<file path="config.mk">
export PLATFORM = sky130hd
export DESIGN_NAME = modbus_read_response_checker_core
export DESIGN_NICKNAME = d
export VERILOG_FILES = /design/src/rtl/mrrc_pkg.sv /design/src/rtl/mrrc_front.sv /design/src/rtl/mrrc_queue.sv /design/src/rtl/modbus_read_response_checker_core.sv
export SDC_FILE = /design/constraint.sdc
export NUM_CORES = 1
export LEC_CHECK = 0
export ABC_AREA = 1
export BUFFER_PORTS_ARGS = -buffer_cell sky130_fd_sc_hd__buf_2
export CAP_MARGIN = 0
export CORE_MARGIN = 2
export CORE_UTILIZATION = 61
export DETAILED_ROUTE_END_ITERATION = 8
export HOLD_SLACK_MARGIN = 0.12
export PLACE_DENSITY = 0.89
export SYNTH_ARGS = -nofsm -noshare
export SYNTH_HDL_FRONTEND = slang
export SYNTH_SLANG_ARGS = --single-unit
</file>
<file path="constraint.sdc">
create_clock -name aclk -period 5.7 [get_ports aclk]
set_input_delay 0.285 -clock aclk [delete_from_list [all_inputs] [get_ports aclk]]
set_output_delay 0.285 -clock aclk [all_outputs]
set_load 0.02 [all_outputs]
</file>
<file path="src/rtl/mrrc_pkg.sv">
// Shared types, constants and the CRC byte step for the Modbus read-response checker.
// No dependencies; every other file imports this package.
package mrrc_pkg;

    localparam int POS_W       = 9;
    localparam int QUEUE_DEPTH = 2;
    localparam int QPTR_W      = $clog2(QUEUE_DEPTH);
    localparam int QCNT_W      = $clog2(QUEUE_DEPTH + 1);

    localparam logic [15:0] CRC_INIT       = 16'hFFFF;
    localparam logic [15:0] CRC_POLY       = 16'hA001;
    localparam logic [7:0]  MAX_SLAVE_ADDR = 8'd247;
    localparam logic [7:0]  FUNC_HOLDING   = 8'd3;
    localparam logic [7:0]  FUNC_INPUT     = 8'd4;
    localparam int          MIN_FRAME_BYTES = 7;
    localparam int          HEADER_BYTES    = 3;
    localparam int          OVERHEAD_BYTES  = 5;
    localparam logic [16:0] REG_SPACE       = 17'h10000;

    typedef enum logic {
        KIND_WORD   = 1'b0,
        KIND_STATUS = 1'b1
    } result_kind_t;

    typedef enum logic [2:0] {
        ST_OK        = 3'd0,
        ST_LENGTH    = 3'd1,
        ST_ADDRESS   = 3'd2,
        ST_FUNCTION  = 3'd3,
        ST_BYTECOUNT = 3'd4,
        ST_CRC       = 3'd5,
        ST_RANGE     = 3'd6
    } frame_status_t;

    typedef struct packed {
        logic [7:0]  frame_byte;
        logic        end_of_frame;
        logic [15:0] start_register;
    } in_item_t;

    typedef struct packed {
        result_kind_t  result_kind;
        logic [15:0]   register_number;
        logic [15:0]   register_word;
        frame_status_t frame_status;
    } result_item_t;

    // One byte of the reflected CRC-16, bit by bit.
    function automatic logic [15:0] crc_byte(input logic [15:0] crc_in, input logic [7:0] b);
        logic [15:0] c;
        c = crc_in ^ {8'h00, b};
        for (int k = 0; k < 8; k++) begin
            c = (c >> 1) ^ (c[0] ? CRC_POLY : 16'h0000);
        end
        return c;
    endfunction

endpackage

</file>
<file path="src/rtl/mrrc_front.sv">
// Front part: accepts frame bytes, tracks position, header and CRC, and builds
// word and status results. Depends on mrrc_pkg.
module mrrc_front
    import mrrc_pkg::*;
#(
    parameter int MAX_FRAME_BYTES = 255
) (
    input  logic         aclk,
    input  logic         aresetn,
    input  logic         in_valid,
    output logic         in_ready,
    input  in_item_t     in_item,
    output logic         res_valid,
    input  logic         res_ready,
    output result_item_t res_item
);

    localparam logic [POS_W-1:0] MAX_POS = POS_W'(MAX_FRAME_BYTES);

    logic [POS_W-1:0] pos_reg, pos_next;
    logic [15:0]      crc_reg, crc_next;
    logic [7:0]       addr_reg, addr_next;
    logic [7:0]       func_reg, func_next;
    logic [7:0]       count_reg, count_next;
    logic [7:0]       hold_reg, hold_next;
    logic [15:0]      start_reg, start_next;
    logic             too_long_reg, too_long_next;

    logic             accept;
    logic             emit_word;
    logic [POS_W-1:0] data_end;
    logic [POS_W-1:0] offset;
    logic [15:0]      word_number;
    frame_status_t    status;
    logic [16:0]      range_end;

    assign in_ready = res_ready;
    assign accept   = in_valid & res_ready;
    assign data_end = POS_W'(count_reg) + POS_W'(HEADER_BYTES);
    assign offset   = pos_reg - POS_W'(HEADER_BYTES);

    always_comb begin
        pos_next      = pos_reg;
        crc_next      = crc_reg;
        addr_next     = addr_reg;
        func_next     = func_reg;
        count_next    = count_reg;
        hold_next     = hold_reg;
        start_next    = start_reg;
        too_long_next = too_long_reg;
        emit_word     = 1'b0;
        word_number   = start_reg + 16'(offset[POS_W-1:1]);

        if (pos_reg == '0) begin
            start_next  = in_item.start_register;
        end
        crc_next = crc_byte(crc_reg, in_item.frame_byte);

        if (pos_reg >= MAX_POS) begin
            too_long_next = 1'b1;
        end else begin
            pos_next = pos_reg + POS_W'(1);
            if (pos_reg == POS_W'(0)) begin
                addr_next = in_item.frame_byte;
            end else if (pos_reg == POS_W'(1)) begin
                func_next = in_item.frame_byte;
            end else if (pos_reg == POS_W'(2)) begin
                count_next = in_item.frame_byte;
            end else if (pos_reg < data_end) begin
                if (!offset[0]) begin
                    hold_next = in_item.frame_byte;
                end else if (!too_long_reg) begin
                    emit_word = 1'b1;
                end
            end
        end
    end

    // Status uses the frame state including the byte that closes the frame.
    assign range_end = 17'(start_next) + 17'(count_next[7:1]);

    always_comb begin
        if (too_long_next || pos_next < POS_W'(MIN_FRAME_BYTES) || pos_next > MAX_POS) begin
            status = ST_LENGTH;
        end else if (addr_next == 8'd0 || addr_next > MAX_SLAVE_ADDR) begin
            status = ST_ADDRESS;
        end else if (func_next != FUNC_HOLDING && func_next != FUNC_INPUT) begin
            status = ST_FUNCTION;
        end else if (count_next == 8'd0 || count_next[0] ||
                     pos_next != POS_W'(count_next) + POS_W'(OVERHEAD_BYTES)) begin
            status = ST_BYTECOUNT;
        end else if (crc_next != 16'h0000) begin
            status = ST_CRC;
        end else if (range_end > REG_SPACE) begin
            status = ST_RANGE;
        end else begin
            status = ST_OK;
        end
    end

    always_comb begin
        res_valid = accept & (in_item.end_of_frame | emit_word);
        if (in_item.end_of_frame) begin
            res_item.result_kind     = KIND_STATUS;
            res_item.register_number = 16'h0000;
            res_item.register_word   = 16'h0000;
            res_item.frame_status    = status;
        end else begin
            res_item.result_kind     = KIND_WORD;
            res_item.register_number = word_number;
            res_item.register_word   = {hold_reg, in_item.frame_byte};
            res_item.frame_status    = ST_OK;
        end
    end

    always_ff @(posedge aclk) begin
        if (!aresetn || (accept && in_item.end_of_frame)) begin
            pos_reg      <= '0;
            crc_reg      <= CRC_INIT;
            addr_reg     <= '0;
            func_reg     <= '0;
            count_reg    <= '0;
            hold_reg     <= '0;
            start_reg    <= '0;
            too_long_reg <= 1'b0;
        end else if (accept) begin
            pos_reg      <= pos_next;
            crc_reg      <= crc_next;
            addr_reg     <= addr_next;
            func_reg     <= func_next;
            count_reg    <= count_next;
            hold_reg     <= hold_next;
            start_reg    <= start_next;
            too_long_reg <= too_long_next;
        end
    end

endmodule

</file>
<file path="src/rtl/mrrc_queue.sv">
// Back part: a short result queue that holds results until the result channel
// takes them. Depends on mrrc_pkg.
module mrrc_queue
    import mrrc_pkg::*;
(
    input  logic         aclk,
    input  logic         aresetn,
    input  logic         push,
    output logic         not_full,
    input  result_item_t push_item,
    output logic         m_valid,
    input  logic         m_ready,
    output result_item_t m_payload
);

    result_item_t      entry_reg [QUEUE_DEPTH];
    logic [QPTR_W-1:0] wr_ptr_reg, wr_ptr_next;
    logic [QPTR_W-1:0] rd_ptr_reg, rd_ptr_next;
    logic [QCNT_W-1:0] count_reg, count_next;
    logic              pop;

    assign not_full  = count_reg != QCNT_W'(QUEUE_DEPTH);
    assign m_valid   = count_reg != '0;
    assign m_payload = entry_reg[rd_ptr_reg];
    assign pop       = m_valid & m_ready;

    always_comb begin
        wr_ptr_next = wr_ptr_reg;
        rd_ptr_next = rd_ptr_reg;
        count_next  = count_reg;
        if (push) begin
            wr_ptr_next = (wr_ptr_reg == QPTR_W'(QUEUE_DEPTH - 1)) ? '0 : wr_ptr_reg + QPTR_W'(1);
        end
        if (pop) begin
            rd_ptr_next = (rd_ptr_reg == QPTR_W'(QUEUE_DEPTH - 1)) ? '0 : rd_ptr_reg + QPTR_W'(1);
        end
        if (push && !pop) begin
            count_next = count_reg + QCNT_W'(1);
        end else if (pop && !push) begin
            count_next = count_reg - QCNT_W'(1);
        end
    end

    always_ff @(posedge aclk) begin
        if (!aresetn) begin
            wr_ptr_reg <= '0;
            rd_ptr_reg <= '0;
            count_reg  <= '0;
        end else begin
            wr_ptr_reg <= wr_ptr_next;
            rd_ptr_reg <= rd_ptr_next;
            count_reg  <= count_next;
        end
    end

    always_ff @(posedge aclk) begin
        if (push) begin
            entry_reg[wr_ptr_reg] <= push_item;
        end
    end

endmodule

</file>
<file path="src/rtl/modbus_read_response_checker_core.sv">
// Modbus RTU read-response checker: takes one frame byte per cycle, back to back,
// and returns register words and one status per frame. The front tracker forms a
// byte's result combinationally (CRC byte step, header capture and status checks),
// and the result, if any, goes through a two-entry queue, so the input keeps flowing
// for as long as the result side takes one result per cycle. Register words are
// tentative until the frame's status result reads ok.
module modbus_read_response_checker_core
    import mrrc_pkg::*;
#(
    parameter int MAX_FRAME_BYTES = 255
) (
    input  logic         aclk,
    input  logic         aresetn,
    input  logic         s_valid,
    output logic         s_ready,
    input  in_item_t     s_payload,
    output logic         m_valid,
    input  logic         m_ready,
    output result_item_t m_payload
);

    logic         res_valid;
    logic         res_ready;
    result_item_t res_item;

    mrrc_front #(
        .MAX_FRAME_BYTES(MAX_FRAME_BYTES)
    ) u_front (
        .aclk      (aclk),
        .aresetn   (aresetn),
        .in_valid  (s_valid),
        .in_ready  (s_ready),
        .in_item   (s_payload),
        .res_valid (res_valid),
        .res_ready (res_ready),
        .res_item  (res_item)
    );

    mrrc_queue u_queue (
        .aclk      (aclk),
        .aresetn   (aresetn),
        .push      (res_valid),
        .not_full  (res_ready),
        .push_item (res_item),
        .m_valid   (m_valid),
        .m_ready   (m_ready),
        .m_payload (m_payload)
    );

    // The input stalls only when results are waiting at the output.
    assert property (@(posedge aclk) disable iff (!aresetn)
        !s_ready |-> m_valid)
        else $error("input stalled with no result pending");

    // A result leaves the output only by being taken.
    assert property (@(posedge aclk) disable iff (!aresetn)
        $fell(m_valid) |-> $past(m_ready))
        else $error("result dropped without handshake");

    assert property (@(posedge aclk) disable iff (!aresetn)
        (m_valid && m_payload.result_kind == KIND_STATUS) |->
            (m_payload.register_number == 16'h0000 && m_payload.register_word == 16'h0000))
        else $error("status result carries word fields");

    assert property (@(posedge aclk) disable iff (!aresetn)
        (m_valid && m_payload.result_kind == KIND_WORD) |-> m_payload.frame_status == ST_OK)
        else $error("word result carries a status code");

endmodule
</file>
======== Word level (Yosys, flattened, before mapping) ========
Memories as Yosys holds them, arrays and structs flattened. A register that Yosys moved wholly into a read port is not among the register bits.
Cells that the tools add are included.
W data, S select, Z words.
storage, ports and cells
  register bits ........................... 78
  bits in writable memories ............... 72
  input port bits ......................... 29
  output and inout bits ................... 38
  logic and storage cells ................. 114
  memories kept ........................... 1
memory list
  name               words  bits a word  rd ports  clocked after Yosys merged registers in  write ports  line              text
  u_queue.entry_reg  2      36           1         1                                        1            mrrc_queue.sv:16  result_item_t entry_reg [QUEUE_DEPTH];
operators by class
  add/sub/neg operators ................... 10
  $lt $le $gt $ge ......................... 6
  equal/unequal tests ..................... 6
  mux-type cells .......................... 42
  bitwise operators ....................... 18
  reduce and logical (&&, ||, !) cells .... 20
operators with widths
  cell                    count
  $mux W16                9
  $xor A15 B16 Y16        8
  $mux W8                 9
  $mux W36                1
  $mux W3                 6
  $add A16 B7 Y17         1
  $gt A17 B17 Y1 const B  1
  $add A16 B8 Y16         1
  $logic_not A8 Y1        2
  $reduce_bool A16 Y1     1
  $xor A16 B8 Y16         1
  $mux W1                 14
  $add A8 B2 Y9 const B   1
  $add A8 B3 Y9 const B   1
  $add A9 B1 Y9 const B   1
  $eq A9 B1 Y1 const B    1
  $eq A9 B2 Y1 const B    1
  $ge A9 B8 Y1 const B    1
  $gt A9 B8 Y1 const B    1
  $logic_not A9 Y1        1
  $lt A9 B3 Y1 const B    1
  $lt A9 B9 Y1            1
  $mux W9                 1
  $ne A9 B9 Y1            1
  17 further kinds        36

======== Depth between registers and ports, before layout ========
Gate-level depths: netlist of the first run.
  depth after elaboration ................. 24
  mapped depth ............................ 26
  mapped depth without buffers ............ 26

======== Hierarchy ========
Synthesis of the first run repeated with hierarchy kept, for this count alone.
second synthesis, totals
  cells, all modules ...................... 1,131
  area total of the unflattened synthesis .. 9,157.5 sq um
by module, submodules not included
  module      times used  cells an instance  area each (sq um)  seq. area each (sq um)
  mrrc_front  1           983                6,170.9            1,481.4
  mrrc_queue  1           148                2,986.6            2,262.2

======== Least setup slack after synthesis of the first run ========
OpenSTA, ideal clock, no wires.
  kind .................................... reg-to-reg
  start point ............................. register u_front.count_reg[0]
  end point ............................... memory u_queue.entry_reg[1][0] (netlist bit), enable pin
  data arrival time ....................... 3,819 ps
  data required time ...................... 5,269 ps
  slack ................................... 1,450 ps
  cell stages (with the launch flop) ...... 15
  buffers on the path ..................... 0
  period minus slack after synthesis ...... 4,250 ps
  path through ............................ dfxtp_1 inv_1 ha_1 or2_2 nor3_1 nand2_1 xor2_1 ha_1 a21oi_1 o21ai_0 a221oi_1 nand4_1 nand2_1 inv_1 nor2_1
between the ends
  longest elaborated chain between the ends .. 11
ends and longest elaborated chain
  item                           line                                     text
  start: declaration             mrrc_front.sv:24                         logic [7:0] count_reg, count_next;
  start signal: assignment       mrrc_front.sv:131                        count_reg <= count_next;
  $add A8 B2 Y9                  mrrc_front.sv:39                         assign data_end = POS_W'(count_reg) + POS_W'(HEADER_BYTES);
  $lt A9 B9 Y1                   mrrc_front.sv:69                         end else if (pos_reg < data_end) begin
  $mux W1                        mrrc_front.sv:69
  $mux W1                        mrrc_front.sv:67                         end else if (pos_reg == POS_W'(2)) begin
  $mux W1                        mrrc_front.sv:65                         end else if (pos_reg == POS_W'(1)) begin
  $mux W1                        mrrc_front.sv:63                         if (pos_reg == POS_W'(0)) begin
  $mux W1                        mrrc_front.sv:59                         if (pos_reg >= MAX_POS) begin
  $or A1 B1 Y1                   mrrc_front.sv:102                        res_valid = accept & (in_item.end_of_frame | emit_word);
  $and A1 B1 Y1                  mrrc_front.sv:102
  via res_valid                  modbus_read_response_checker_core.sv:22  logic res_valid;
  $mux W1                        mrrc_queue.sv:57                         if (push) begin
  $mux W1 (implied by the code)  mrrc_queue.sv:58                         entry_reg[wr_ptr_reg] <= push_item;
  end: declaration               mrrc_queue.sv:16
The timed path passes the listed nets, and every way through them passes these cells.

==> results.json, run 1 <==
{
  "syn_area_mm2": 0.008931,
  "cts_tree": "built",
  "synth.area.top_cells": "edfxtp_1 24%, dfxtp_1 18%, nand2_1 8.6%",
  "grt_pass1_vias": 7334,
  "largest_reg_flops": 72,
  "fmax_ghz": 0.2286,
  "routed_wl_mm": 21.22,
  "final_area_mm2": 0.009884,
  "slew_violations": 0,
  "rsz0062_at_grt": "false",
  "clk_latency_ns": 0.43,
  "port_buffers": 66,
  "ctsResizeCount": 0,
  "coreArea_mm2": 0.01442,
  "placed_area_mm2": 0.009329,
  "syn-num-nets": 1185,
  "utilization": 0.6853,
  "place.gp.congestion": 0.9536,
  "firstDrtPassIters": 6,
  "clk_path_buf_depth": 2,
  "track_usage": 0.2769,
  "fillers": 1122,
  "yosysTopAreaCellShare": 0.2421,
  "drive_above_1_share": 0.1527,
  "r2r-start": "u_front.pos_reg[0]",
  "fin_setup_tns_ns": 0,
  "clock-sinks": 151,
  "crit_type": "reg -> reg",
  "die_h_um": 125,
  "worstPathMaxFanout": 14,
  "async_reset_ff_frac": 0,
  "powerDensity_mw_per_mm2": 456.6,
  "grt_start_max_net_pins": 100,
  "start_util": 0.6192,
  "cts_hold_buf": 0,
  "ant_nets": 0,
  "p_leak_uw": 0.004626,
  "antenna_found_initial": 0,
  "path_clk_slew_ns": 0.06,
  "final-setup-viol-count": 0,
  "finalHoldViolCount": 0,
  "min_path_cells": 3,
  "post_cts_buffers": 0,
  "tightest_slew_ns": 1.077,
  "clockRootBuffer": "clkbuf_16",
  "ff2ff_setup_slack_ns": 1.33,
  "die_x_um": 125,
  "skew_ns": 0.007858,
  "vias": 7768,
  "status": "complete, no violations",
  "vias_per_cell": 5.674,
  "syn_to_final_growth_pct": 10.68,
  "ir_drop_mv": 0.2269,
  "wire_per_inst_um": 15.50,
  "reg2reg_depth": 24,
  "drcViolationCount": 0,
  "timing.final.crit_share": 0.7673,
  "cp.arrival_ns": 4.64,
  "synth-seq-area-share": 0.4192,
  "grt_pass1_wl_mm": 34.74,
  "r2r-end": "u_queue.entry_reg[1][1]",
  "synth-edff-count": 72,
  "ys.flop_type": "dfxtp_1",
  "fin_crit_ns": 4.374,
  "rows": 44,
  "whs_endpoint": "u_queue.wr_ptr_reg",
  "numCtsBuffers": 17,
  "dpl.hpwl_mm": 14.97,
  "hp-class": "in -> reg",
  "ys_ff_latch": 151,
  "synthCells": 1121,
  "drt-initial-drc-count": 877,
  "grt_overflow": 0,
  "maxSlewHeadroom": 0.2815,
  "synth_area_per_cell_um2": 7.967,
  "cts_htree_levels": 4,
  "hp-start": "aresetn",
  "synth_area_leader_cell": "edfxtp_1",
  "cp-start-kind": "flop",
  "synthDistinctLibCells": 46,
  "end_kind": "flop",
  "diodes": 0,
  "io_pins": 67,
  "worstPathRequired_ns": 5.96,
  "layout.nets": 1236,
  "cap_violations": 0,
  "die-area_mm2": 0.01563,
  "yosysWarnings": 0
}
## layer usage
| layer | vias up | GRT usage | part of all wire |
|---|---|---|---|
| met2 | 309 | 0.4668 | 0.48 |
| met1 | 3596 | 0.3495 | 0.41 |
| met3 | 61 | 0.05434 | 0.081 |
| met5 | - | 0 | 0 |
| li1 | 3802 | - | - |
| met4 | 0 | 0.1163 | 0.032 |
## layout make-up
type	instances	area, µm²	share of cell area
Timing Repair Buffer	69	352.8	0.03570
Inverter	184	693.2	0.07013
Clock buffer	18	429.2	0.04342
Tap cell	184	230.2	0.02329
Sequential cell	151	3744	0.3787
Multi-Input combinational cell	749	4309	0.4359
Clock inverter	14	126.4	0.01278
## synth_stat cells (18+ instances only)
cell      instances
a21oi_1          81
ha_1             33
nand2_2          18
nor2_1           85
mux2_2           36
nand2_1         204
dfxtp_1          79
nand3_1          53
clkbuf_1         27
xor2_1           25
o21ai_0          99
inv_1           179
o211ai_1         18
edfxtp_1         72
## placed cells by master (no fill, tap or decap), types with 3 or more instances in the layout
cell and count:
nand4_1 14, a211oi_1 5, a21oi_1 81, xor2_1 25
nor2_4 6, clkbuf_16 17, nor2_2 3, a31oi_1 3
nand2_1 203, ha_1 33, nand2_4 3, nand3_1 53
clkinv_1 3, inv_1 179, nand2_2 19, or2_2 3
inv_6 3, o211ai_1 18, edfxtp_1 72, xnor2_1 14
buf_4 3, o21ai_0 99, nand3_2 4, buf_2 66
dfxtp_1 79, o21ai_1 6, nor2_1 83, nor4_1 8
mux2_2 36, clkinv_4 3, clkinvlp_4 4, nor3_1 14
## critical path, stage by stage (launching register included)
cell      delay [ns]
dfxtp_1         0.37
ha_1            0.27
nand2_1         0.12
nor3_1          0.06
ha_1            0.19
nor2_2          0.16
a21boi_4        0.51
nand3_1         0.17
nand2_2         0.16
ha_1            0.18
inv_1           0.05
fa_1            0.41
inv_1           0.08
nand3_1         0.09
o211ai_1        0.30
nand3_1         0.15
nand2_1         0.18
nand3_1         0.12
nand2_1         0.08
nand2_1         0.05
nand3_1         0.06
nor2_1          0.05
a21oi_1         0.17
nand3_1         0.09
a21boi_1        0.16
## cell families after synthesis
logic type	after synthesis	share of synthesized area
AO/OA/AOI/OAI	221	0.1348
flip-flops	151	0.4192
multiplexers	36	0.04539
AND/OR/NAND/NOR	418	0.2114
XOR/XNOR	39	0.03825
adder cells (fa/ha/maj)	35	0.05072
buffers and inverters	221	0.1003
## power by group
part / total, µW / internal (µW) / leakage [µW] / switching, µW
clock: 1060 / 602 / 0.000261 / 455
combinational: 1930 / 647 / 0.00303 / 1290
sequential: 1520 / 1410 / 0.00133 / 111
total: 4510 / 2660 / 0.00463 / 1850
## how the worst max path moves through the flow
stage	start	end	slack (ns)	depth (start not counted)
4_1_cts	u_front.pos_reg[0]	u_queue.entry_reg[1][1]	1.36	24
2_1_floorplan	u_front.count_reg[0]	u_queue.entry_reg[1][0]	1.45	14
6_report	u_front.pos_reg[0]	u_queue.entry_reg[1][1]	1.33	24
3_5_place_dp	u_front.pos_reg[0]	u_queue.entry_reg[1][1]	1.38	24
3_3_place_gp	u_front.pos_reg[0]	u_queue.entry_reg[0][1]	1.57	24
5_1_grt	u_front.pos_reg[0]	u_queue.entry_reg[1][1]	0.90	24
## per-stage QoR
step	worst slack [ns]	std cells	total power, µW	hold WS (ns)
floorplan	1.450	1121	2987	0.3839
global placement	1.571	1337	3361	0.4422
detailed placement	1.376	1337	3433	0.4506
CTS	1.363	1369	4503	0.1343
global route	0.8962	1369	4806	0.1652
finish	1.326	1369	4513	0.1507
No activity file was read; power rests on OpenSTA's default activity.
==> run 2, diff against run 1 <==
==> constraint.sdc (replaced) <==
create_clock -name aclk -period 4.4 [get_ports aclk]
set_input_delay 0.22 -clock aclk [delete_from_list [all_inputs] [get_ports aclk]]
set_output_delay 0.22 -clock aclk [all_outputs]
set_load 0.02 [all_outputs]
==> results.json, run 2 (synthesis results as in run 1) <==
{
  "clk_path_buf_depth": 2,
  "tightest_slew_ns": 0.9181,
  "hp-class": "in -> reg",
  "numCtsBuffers": 17,
  "diodes": 0,
  "fin_crit_ns": 4.146,
  "path_clk_slew_ns": 0.06,
  "worstPathRequired_ns": 4.68,
  "syn_to_final_growth_pct": 12.24,
  "layout.nets": 1247,
  "io_pins": 67,
  "end_kind": "flop",
  "drcViolationCount": 0,
  "rows": 44,
  "start_util": 0.6192,
  "antenna_found_initial": 0,
  "cap_violations": 0,
  "wire_per_inst_um": 15.97,
  "cts_htree_levels": 4,
  "timing.final.crit_share": 0.9422,
  "ant_nets": 0,
  "firstDrtPassIters": 7,
  "clock-sinks": 151,
  "drive_above_1_share": 0.1681,
  "drt-initial-drc-count": 792,
  "maxSlewHeadroom": 0.3879,
  "vias_per_cell": 5.728,
  "dp.cells": 1344,
  "die-area_mm2": 0.01563,
  "status": "complete, no violations",
  "clk_latency_ns": 0.44,
  "utilization": 0.6950,
  "routed_wl_mm": 22.05,
  "cp-start-kind": "flop",
  "power_uw": 5948,
  "cp.arrival_ns": 4.43,
  "slew_violations": 0,
  "finalWorstSetupSlack_ns": 0.2543,
  "finalNonFillerCells": 1380,
  "worstPathMaxFanout": 8,
  "finalHoldViolCount": 0,
  "final_common_cell": "nand2_1",
  "skew_ns": 0.009439,
  "powerDensity_mw_per_mm2": 593.4,
  "die_h_um": 125,
  "fmax_ghz": 0.2412,
  "fillers": 1059,
  "ff2ff_setup_slack_ns": 0.25,
  "cts_tree": "built",
  "p_leak_uw": 0.004682,
  "place.gp.congestion": 1.009,
  "vias": 7904,
  "largest_reg_flops": 72,
  "clockRootBuffer": "clkbuf_16",
  "coreArea_mm2": 0.01442,
  "pre_cts_slack_ns": 0.2056,
  "grt_overflow": 0,
  "crit_type": "reg -> reg",
  "final_cell_mix": "202 x nand2_1, 178 x inv_1, 99 x o21ai_0",
  "dpl.hpwl_mm": 14.79,
  "grt_pass1_wl_mm": 35.90,
  "final-setup-viol-count": 0,
  "die_x_um": 125,
  "grt_pass1_vias": 7334,
  "track_usage": 0.2848,
  "grt_start_max_net_pins": 100,
  "port_buffers": 66,
  "ir_drop_mv": 0.3104
}
-- run 2: cell types whose count changed in the layout (fill, tap and decap cells not counted), moves of 2 or more --
cell,change
clkinv_4,-2
dfxtp_2,+4
dlygate4sd3_1,+2
inv_6,-2
buf_4,+9
clkbuf_1,+2
ha_1,-2
dfxtp_1,-5
-- run 2: area by class of cell --
| class | count | area (µm²) | share of cell area |
|---|---|---|---|
| Inverter | 184 | 693.2 | 0.06915 |
| Clock inverter | 12 | 127.6 | 0.01273 |
| Sequential cell | 151 | 3752 | 0.3743 |
| Clock buffer | 20 | 436.7 | 0.04356 |
| Multi-Input combinational cell | 749 | 4344 | 0.4334 |
| Timing Repair Buffer | 80 | 440.4 | 0.04393 |
| Tap cell | 184 | 230.2 | 0.02297 |
-- run 2: metrics by stage --
stage	setup TNS [ns]	hold WS, ns	cell area [µm²]
2_1_floorplan	0	0.3189	8931
3_3_place_gp	0	0.4417	9382
3_5_place_dp	0	0.4511	9382
4_1_cts	0	0.1612	9966
5_1_grt	-0.2210	0.1878	10020
6_report	0	0.1566	10020
-- run 2: repair_timing --
action | CTS | global route
hold buffers | 2 | 0
gates resized for setup | 0 | 15
hold endpoints to repair | 5 | 0
endpoints found under the setup margin | 0 | 4
setup buffers | 0 | 2
-- run 2: layer usage --
metal,share of wire,global-route usage,up-vias
met4,0.038,0.1222,0
li1,-,-,3828
met2,0.46,0.4600,395
met3,0.092,0.06889,85
met5,0,0,-
met1,0.41,0.3678,3596
-- run 2: where the power goes --
group          leakage [µW]  internal (µW)  switching [µW]
sequential          0.00133           1830             142
clock              0.000262            830             580
combinational       0.00309            861            1710
-- run 2: path summary, 6_finish.rpt --
check,start,endpoint,depth (start not counted)
worst min-delay path,s_payload[5],u_front.start_reg[5],5
worst max-delay path,u_front.pos_reg[0],u_queue.entry_reg[0][1],25
worst min register to register,u_front.hold_reg[5],u_front.hold_reg[5],2
worst max register to register,u_front.pos_reg[0],u_queue.entry_reg[0][1],25
-- run 2: worst max-delay path, stage by stage (launching register included) --
cell	delay, ns
dfxtp_2	0.41
ha_4	0.18
nand2_1	0.10
nor3_2	0.18
ha_2	0.22
nor2_4	0.05
a21boi_4	0.17
nand2_4	0.11
nand2_1	0.07
nand2_2	0.12
ha_1	0.19
inv_1	0.06
fa_1	0.40
inv_1	0.08
nand3_1	0.09
o211ai_1	0.29
nand3_1	0.19
nand2_2	0.17
nand3_1	0.13
nand2_1	0.09
nand2_1	0.05
nand3_1	0.09
nor2_1	0.07
a21oi_2	0.21
nand3_1	0.12
a21boi_2	0.16
==> run 3, diff against run 2 <==
--- a/config.mk
+++ b/config.mk
@@ -12,7 +12,8 @@
 export CORE_UTILIZATION = 61
 export DETAILED_ROUTE_END_ITERATION = 8
 export HOLD_SLACK_MARGIN = 0.12
-export PLACE_DENSITY = 0.89
+export MAX_ROUTING_LAYER = met4
+export PLACE_DENSITY = 0.85
 export SYNTH_ARGS = -nofsm -noshare
 export SYNTH_HDL_FRONTEND = slang
 export SYNTH_SLANG_ARGS = --single-unit
==> results.json, run 3 (synthesis results as in run 1) <==
{
  "status": "complete, no violations",
  "clk_path_buf_depth": 2,
  "swShare": 0.4063,
  "reg2reg_depth": 22,
  "layout.nets": 1249,
  "place.gp.congestion": 1.014,
  "end_kind": "flop",
  "worstPathRequired_ns": 4.67,
  "die-area_mm2": 0.01563,
  "finalHoldViolCount": 0,
  "dp.cells": 1345,
  "powerDensity_mw_per_mm2": 591.5,
  "pwr-share-seq": 0.332,
  "p_sw_uw": 2414,
  "numCtsBuffers": 17,
  "seqCellArea_mm2": 0.003746,
  "fillers": 1072,
  "min_path_cells": 5,
  "cp-start-kind": "flop",
  "rows": 44,
  "drt-initial-drc-count": 805,
  "routed_wl_mm": 21.86,
  "diodes": 0,
  "power_uw": 5940,
  "fin_setup_tns_ns": 0,
  "p_leak_uw": 0.004716,
  "cts_htree_levels": 4,
  "port_buffers": 66,
  "slew_violations": 0,
  "final_cell_mix": "202 x nand2_1, 179 x inv_1, 99 x o21ai_0",
  "final_common_cell": "nand2_1",
  "clkPwrFrac": 0.241,
  "firstDrtPassIters": 5,
  "p_int_uw": 3527,
  "finalNonFillerCells": 1382,
  "cap_violations": 0,
  "whs_endpoint": "u_front.start_reg[6]",
  "coreArea_mm2": 0.01442,
  "clock-sinks": 151,
  "ff2ff_setup_slack_ns": 0.13,
  "r2r-start": "u_front.pos_reg[3]",
  "maxSlewHeadroom": 0.3957,
  "tightest_slew_ns": 0.9065,
  "fin_crit_ns": 4.268,
  "die_x_um": 125,
  "track_usage": 0.2876,
  "wire_per_inst_um": 15.82,
  "vias": 7845,
  "cp.arrival_ns": 4.53,
  "final-setup-viol-count": 0,
  "die_h_um": 125,
  "antenna_found_initial": 0,
  "skew_ns": 0.009757,
  "grt_overflow": 0,
  "dpl.hpwl_mm": 14.75,
  "multiInputGateArea_mm2": 0.004342,
  "syn_to_final_growth_pct": 12.45,
  "path_clk_slew_ns": 0.06,
  "start_util": 0.6192,
  "r2r-end": "u_queue.entry_reg[0][1]",
  "hp-start": "s_payload[6]",
  "grt_start_max_net_pins": 100,
  "io_pins": 67,
  "drive_above_1_share": 0.1669,
  "timing.final.crit_share": 0.9700,
  "worstPathMaxFanout": 8,
  "crit_type": "reg -> reg",
  "cts_tree": "built",
  "ir_drop_mv": 0.2844,
  "ant_nets": 0,
  "hp-class": "in -> reg",
  "largest_reg_flops": 72,
  "fin_hold_ws_ns": 0.1947,
  "drcViolationCount": 0,
  "clockRootBuffer": "clkbuf_16",
  "vias_per_cell": 5.677,
  "grt_pass1_vias": 7154,
  "clk_latency_ns": 0.44,
  "p_comb_frac": 0.427,
  "grt_pass1_wl_mm": 35.05,
  "fmax_ghz": 0.2343
}
run 3: cell types whose count changed in the layout (fill, tap and decap cells not counted), sizes merged:
cell,delta
clkinvlp,-4
buf,+1
inv,+2
a21boi,+1
clkbuf,+4
bufinv,-2
run 3: critical path, cell delays in order, from the launching register on:
cell and delay, ns:
dfxtp_1 0.51, nand2_1 0.22, nor3_2 0.23, ha_2 0.24, nor2_4 0.06, a21boi_4 0.19
nand2_4 0.13, nand2_1 0.08, nand2_2 0.11, ha_1 0.18, inv_1 0.06, fa_1 0.40
inv_1 0.07, nand3_1 0.09, o211ai_1 0.32, nand3_1 0.18, nand2_2 0.17, nand3_1 0.13
nor2_1 0.14, nand3_1 0.11, a21oi_2 0.20, nand3_1 0.09, a21boi_1 0.18
run 3: area by class of cell:
type                    instances  area share
clock inverters                 8    0.005855
multi-input cells             750      0.4323
inverters                     184     0.06902
well taps                     184     0.02292
repair buffers                 81     0.04460
clock buffers                  24     0.05232
flip-flops and latches        151      0.3730
run 3: power groups by stage:
stage | clock, µW | combinational [µW] | sequential [µW]
2_1_floorplan | 0 | 1920 | 1950
3_3_place_gp | 0 | 2400 | 1970
3_5_place_dp | 0 | 2460 | 1990
4_1_cts | 1440 | 2500 | 1970
5_1_grt | 1490 | 2830 | 1990
6_report | 1430 | 2540 | 1970
run 3: worst max path at each step:
stage                              start                 endpoint  slack (ns)  cells past startpoint
finish                u_front.pos_reg[3]  u_queue.entry_reg[0][1]        0.13                     22
global route          u_front.pos_reg[3]  u_queue.entry_reg[0][1]       -0.14                     22
CTS                   u_front.pos_reg[0]  u_queue.entry_reg[0][1]         0.1                     22
detailed placement    u_front.pos_reg[0]  u_queue.entry_reg[1][1]        0.15                     24
global placement      u_front.pos_reg[0]  u_queue.entry_reg[1][1]        0.33                     24
floorplan           u_front.count_reg[0]  u_queue.entry_reg[1][0]        0.15                     14
run 3: timing repair:
| action | in CTS | in global routing |
|---|---|---|
| buffers inserted | 0 | 2 |
| endpoints found under the hold margin | 4 | 0 |
| endpoints found under the setup margin | 0 | 4 |
| hold buffers | 2 | 0 |
| resized for setup | 0 | 8 |
run 3: metal layers:
| layer | routed length [µm] | global-route usage | part of all wire |
|---|---|---|---|
| met1 | 9097 | 0.3603 | 0.42 |
| met2 | 10030 | 0.4460 | 0.46 |
| met3 | 1800 | 0.06119 | 0.082 |
| met4 | 939 | 0.1392 | 0.043 |
| met5 | 0 | - | 0 |
run 3: metrics by stage:
| step | instance area, µm² | util | worst slack [ns] |
|---|---|---|---|
| floorplan | 8931 | - | 0.1499 |
| global placement | 9389 | 0.6509 | 0.3342 |
| detailed placement | 9389 | 0.6509 | 0.1511 |
| CTS | 9993 | 0.6928 | 0.09538 |
| global route | 10040 | 0.6963 | -0.1385 |
| finish | 10040 | 0.6963 | 0.1321 |
